[src/hdl/dsvm_pkg.sv]
package dsvm_pkg;

  localparam logic [2:0] REQ_TICK     = 3'd0;
  localparam logic [2:0] REQ_LOAD     = 3'd1;
  localparam logic [2:0] REQ_REGION   = 3'd2;
  localparam logic [2:0] REQ_PEND_END = 3'd3;
  localparam logic [2:0] REQ_INC      = 3'd4;
  localparam logic [2:0] REQ_TRIGGER  = 3'd5;

  localparam int MIX_BITS = 14;  // 16 voices * 2 copies * 128 fits signed 14 bits

  localparam logic signed [MIX_BITS-1:0] MIX_MAX      = 14'sd127;
  localparam logic signed [MIX_BITS-1:0] MIX_MIN      = -14'sd128;
  localparam logic [7:0]                 LEVEL_MAX    = 8'd255;
  localparam logic [7:0]                 LEVEL_MIN    = 8'd0;
  localparam logic [7:0]                 LEVEL_OFFSET = 8'd128;
  localparam int                         MASK_BITS    = 8;

  typedef struct packed {
    logic [2:0]        req_type;
    logic [2:0]        voice;
    logic [13:0]       wave_index;
    logic signed [7:0] wave_byte;
    logic [13:0]       start_index;
    logic [13:0]       end_index;
    logic [3:0]        step_inc;
    logic [2:0]        shift_big;
    logic [2:0]        shift_small;
  } in_item_t;

  typedef struct packed {
    logic [7:0] pwm_level;
    logic [7:0] active_mask;
  } out_item_t;

  typedef enum logic [1:0] {
    ST_IDLE,
    ST_FETCH,
    ST_ACCUM,
    ST_FINISH
  } state_t;

  typedef struct packed {
    logic apply;
    logic clear;
    logic fetch;
    logic accum;
    logic finish;
  } ctrl_cmd_t;

  typedef struct packed {
    logic out_free;
  } ctrl_status_t;

  function automatic logic signed [MIX_BITS-1:0] sar_ext(logic signed [7:0] s,
                                                         logic [2:0] k);
    logic signed [7:0] r;
    r = s >>> k;
    return MIX_BITS'(r);
  endfunction

endpackage

[src/hdl/dsvm_ctrl.sv]
module dsvm_ctrl #(
  parameter int VOICE_COUNT = 8,
  parameter int VIDX_BITS   = 3
) (
  input  logic                    clk,
  input  logic                    rst,
  input  logic                    in_valid,
  input  logic [2:0]              req_type,
  output logic                    in_stall,
  output dsvm_pkg::ctrl_cmd_t     cmd,
  output logic [VIDX_BITS-1:0]    idx,
  input  dsvm_pkg::ctrl_status_t  status
);
  import dsvm_pkg::*;

  state_t               state;
  state_t               state_next;
  logic [VIDX_BITS-1:0] idx_next;
  logic                 last;

  assign last = (idx == VIDX_BITS'(VOICE_COUNT - 1));

  always_ff @(posedge clk) begin
    if (rst) begin
      state <= ST_IDLE;
      idx   <= '0;
    end else begin
      state <= state_next;
      idx   <= idx_next;
    end
  end

  always_comb begin
    state_next = state;
    idx_next   = idx;
    unique case (state)
      ST_IDLE: begin
        idx_next = '0;
        if (in_valid && req_type == REQ_TICK) begin
          state_next = ST_FETCH;
        end
      end
      ST_FETCH: begin
        state_next = ST_ACCUM;
      end
      ST_ACCUM: begin
        if (last) begin
          state_next = ST_FINISH;
        end else begin
          state_next = ST_FETCH;
          idx_next   = idx + 1'b1;
        end
      end
      ST_FINISH: begin
        if (status.out_free) begin
          state_next = ST_IDLE;
        end
      end
      default: state_next = ST_IDLE;
    endcase
  end

  always_comb begin
    cmd      = '0;
    in_stall = 1'b1;
    unique case (state)
      ST_IDLE: begin
        in_stall   = 1'b0;
        cmd.apply  = in_valid && (req_type != REQ_TICK);
        cmd.clear  = in_valid && (req_type == REQ_TICK);
      end
      ST_FETCH:  cmd.fetch  = 1'b1;
      ST_ACCUM:  cmd.accum  = 1'b1;
      ST_FINISH: cmd.finish = status.out_free;
      default:   cmd = '0;
    endcase
  end

`ifndef SYNTH
  a_tick_starts_at_voice_zero: assert property (@(posedge clk) disable iff (rst)
    cmd.clear |=> (state == ST_FETCH) && (idx == '0))
    else $error("tick did not start at voice zero");

  a_finish_only_when_free: assert property (@(posedge clk) disable iff (rst)
    cmd.finish |-> status.out_free)
    else $error("result loaded while output register busy");

  a_voice_advance: assert property (@(posedge clk) disable iff (rst)
    (state == ST_ACCUM) && !last |=> (state == ST_FETCH) && (idx == $past(idx) + 1'b1))
    else $error("voice counter did not advance");
`endif

endmodule

[config.mk]
export PLATFORM = sky130hd
export DESIGN_NAME = dsvm_ctrl
export DESIGN_NICKNAME = d
export VERILOG_FILES = /design/src/hdl/dsvm_pkg.sv /design/src/hdl/dsvm_ctrl.sv
export SDC_FILE = /design/constraint.sdc
export NUM_CORES = 1
export LEC_CHECK = 0
export BUFFER_PORTS_ARGS = -buffer_cell sky130_fd_sc_hd__buf_2
export CORE_AREA = 5 5 42 44
export CTS_CLUSTER_DIAMETER = 30
export DETAILED_ROUTE_END_ITERATION = 10
export DIE_AREA = 0 0 47 49
export SETUP_SLACK_MARGIN = 0.15
export SYNTH_ARGS = -nofsm -noshare
export SYNTH_HDL_FRONTEND = slang
export SYNTH_SLANG_ARGS = --single-unit
[constraint.sdc]
create_clock -name clk -period 1.52 [get_ports clk]
set_input_delay 0.152 -clock clk [delete_from_list [all_inputs] [get_ports clk]]
set_output_delay 0.152 -clock clk [all_outputs]
set_load 0.02 [all_outputs]
==> flow_metrics.tcl <==
set metrics [dict create \
    rsz0062_at_grt "yes" \
    final_common_cell "buf_2" \
    nets 68 \
    grt-ovfl-total 0 \
    async_reset_ff_frac 0 \
    port_buffers 15 \
    min-delay-start "rst" \
    rr_worst_depth 4 \
    holdBufCountCts 0 \
    place_hpwl_um 574 \
    critPathLaunchType "register" \
    irDropWorstVdd_v 0.000463 \
    grt_max_degree 15 \
    vias_per_cell 4.66 \
    synth_flop_cell "dfxtp_1" \
    p_leak_nw 0.234 \
    gp_congestion 0.640 \
    critPathRequiredTime_ns 1.68 \
    grt_use_total 0.0754 \
    cts_buffers 3 \
    clkSinkCount 5 \
    layout-drive-gt1-share 0.603 \
    syn_area_per_cell_um2 8.90 \
    vias 345 \
    chipWidth_um 47 \
    synth_seq_cells 5 \
    worstMarginPinSlew_ns 0.197 \
    syn_area_um2 312 \
    start_util 0.222 \
    ant_nets 0 \
    ioPinCount 16 \
    drv_cap 0 \
    yosysSeqAreaShare 0.321 \
    dr_wl_met3_um 101 \
    grt_pass1_wl_um 1260 \
    hold_class "in -> reg" \
    cts_tree "built" \
    drc 0 \
    wl_met2_um 338 \
    period_needed_ns 1.34 \
    p_total_mw 0.326 \
    holdPathStages 2 \
    ys_types 21 \
    dieHeight_um 49 \
    layout_common_cells "buf_2 (14), buf_4 (7), clkbuf_4 (3)" \
    yosys_warnings 0 \
    r2r_end "idx[0]" \
    dpl.cell_count 65 \
    grt_pass1_vias 313 \
    finalHoldViolCount 0 \
    finalSetupTns_ns 0 \
    wirelength_um 815 \
    status "finished clean" \
    htree_num_levels 1 \
    top_layer_used "met3" \
    clk_latency_ns 0.24 \
    path_max_fanout 2 \
    holdPathEnd "idx[1]" \
    die_area_mm2 0.00230 \
    postSynthCellCount 35 \
    wl_met1_um 375 \
    slew_headroom 0.867 \
    holdWs_ns 0.154 \
    drt_pass1_iterations 3 \
    setup_viol 0 \
    areaGrowthSynthToFinish_pct 64.7 \
    num_rows 14 \
    max_freq_mhz 748 \
    drt_iter0_drc 4 \
    wl_per_cell_um 11.0 \
    core_area_mm2 0.00140 \
    r2r_slack_ns 0.18 \
    finalCritPeriodShare 0.880 \
    final_cells 74 \
    clkSlewWorstSetupHoldPaths_ns 0.04 \
    cts_buffer_depth 2 \
    antenna_found_initial 0 \
    synth-edff-count 0 \
    slew_viol_final 0 \
    critical_path_arrival_ns 1.50 \
    r2r_start "idx[0]" \
    diodes 0 \
    path_class "reg -> reg" \
    p_per_area_mw_per_mm2 636 \
    synthesis.nets 44 \
    root_buffer "clkbuf_4" \
    finClkSkew_ns 0.00134 \
    cp-end-kind "register" \
]
## how the worst max path moves through the flow
| stage | start | endpoint | slack [ns] | cells after the start |
|---|---|---|---|---|
| 2_1_floorplan | idx[1] | idx[0] | 0.17 | 4 |
| 6_report | idx[0] | idx[0] | 0.18 | 4 |
| 3_3_place_gp | idx[0] | idx[0] | 0.18 | 4 |
| 3_5_place_dp | idx[0] | idx[0] | 0.16 | 4 |
| 5_1_grt | idx[0] | idx[0] | 0.14 | 4 |
| 4_1_cts | state[1] | cmd[4] | 0.15 | 3 |
## worst max-delay path, cell delays in order (launching register included)
cell     delay [ns]
dfxtp_4        0.34
ha_4           0.16
ha_4           0.15
or4b_1         0.45
o22ai_1        0.15
## power breakdown
group          switching [mW]  internal [mW]
combinational          0.0197         0.0216
sequential            0.00205          0.130
clock                  0.0536         0.0992
## per-stage QoR
stage	utilization	instance area, um2	setup slack, ns
floorplan	-	347	0.170
global placement	0.313	439	0.177
detailed placement	0.313	439	0.156
CTS	0.346	484	0.147
global route	0.366	513	0.144
finish	0.366	513	0.183
## flip-flops by register name (all words and copies together) (netlist names)
register	cells
idx	3
state	2
## cell families after synthesis
logic type      synth area share
compound gates             0.177
fa+ha+maj                 0.0803
buf+inv                   0.0321
flops                      0.321
simple gates               0.390
## final cells by class
cell class                      count  area [um2]
Multi-Input combinational cell     28         234
Sequential cell                     5         110
Tap cell                           16        20.0
Timing Repair Buffer               21         123
Fill cell                         163         888
Clock buffer                        4        26.3
## synthesized netlist by cell type, types with 2 or more instances
master,n,area share
nand4bb_1,2,0.072
dfxtp_1,5,0.32
a21bo_2,2,0.064
nor2b_1,2,0.040
a31oi_1,2,0.040
a21oi_1,2,0.032
ha_1,2,0.080
nand3_1,2,0.032
o22ai_1,2,0.040
nand2_1,2,0.024
or4b_1,2,0.064
## metal layers
| layer | GRT usage | vias up |
|---|---|---|
| li1 | - | 178 |
| met4 | 0 | 0 |
| met3 | 0.0664 | 0 |
| met5 | 0 | - |
| met1 | 0.0903 | 150 |
| met2 | 0.109 | 17 |
## what timing repair did
item	CTS	global route
resized for setup	2	3
cloned	0	0
pin swaps	1	1
setup endpoints to repair	3	3
setup buffers	2	3
No activity file was read; power rests on OpenSTA's default activity.
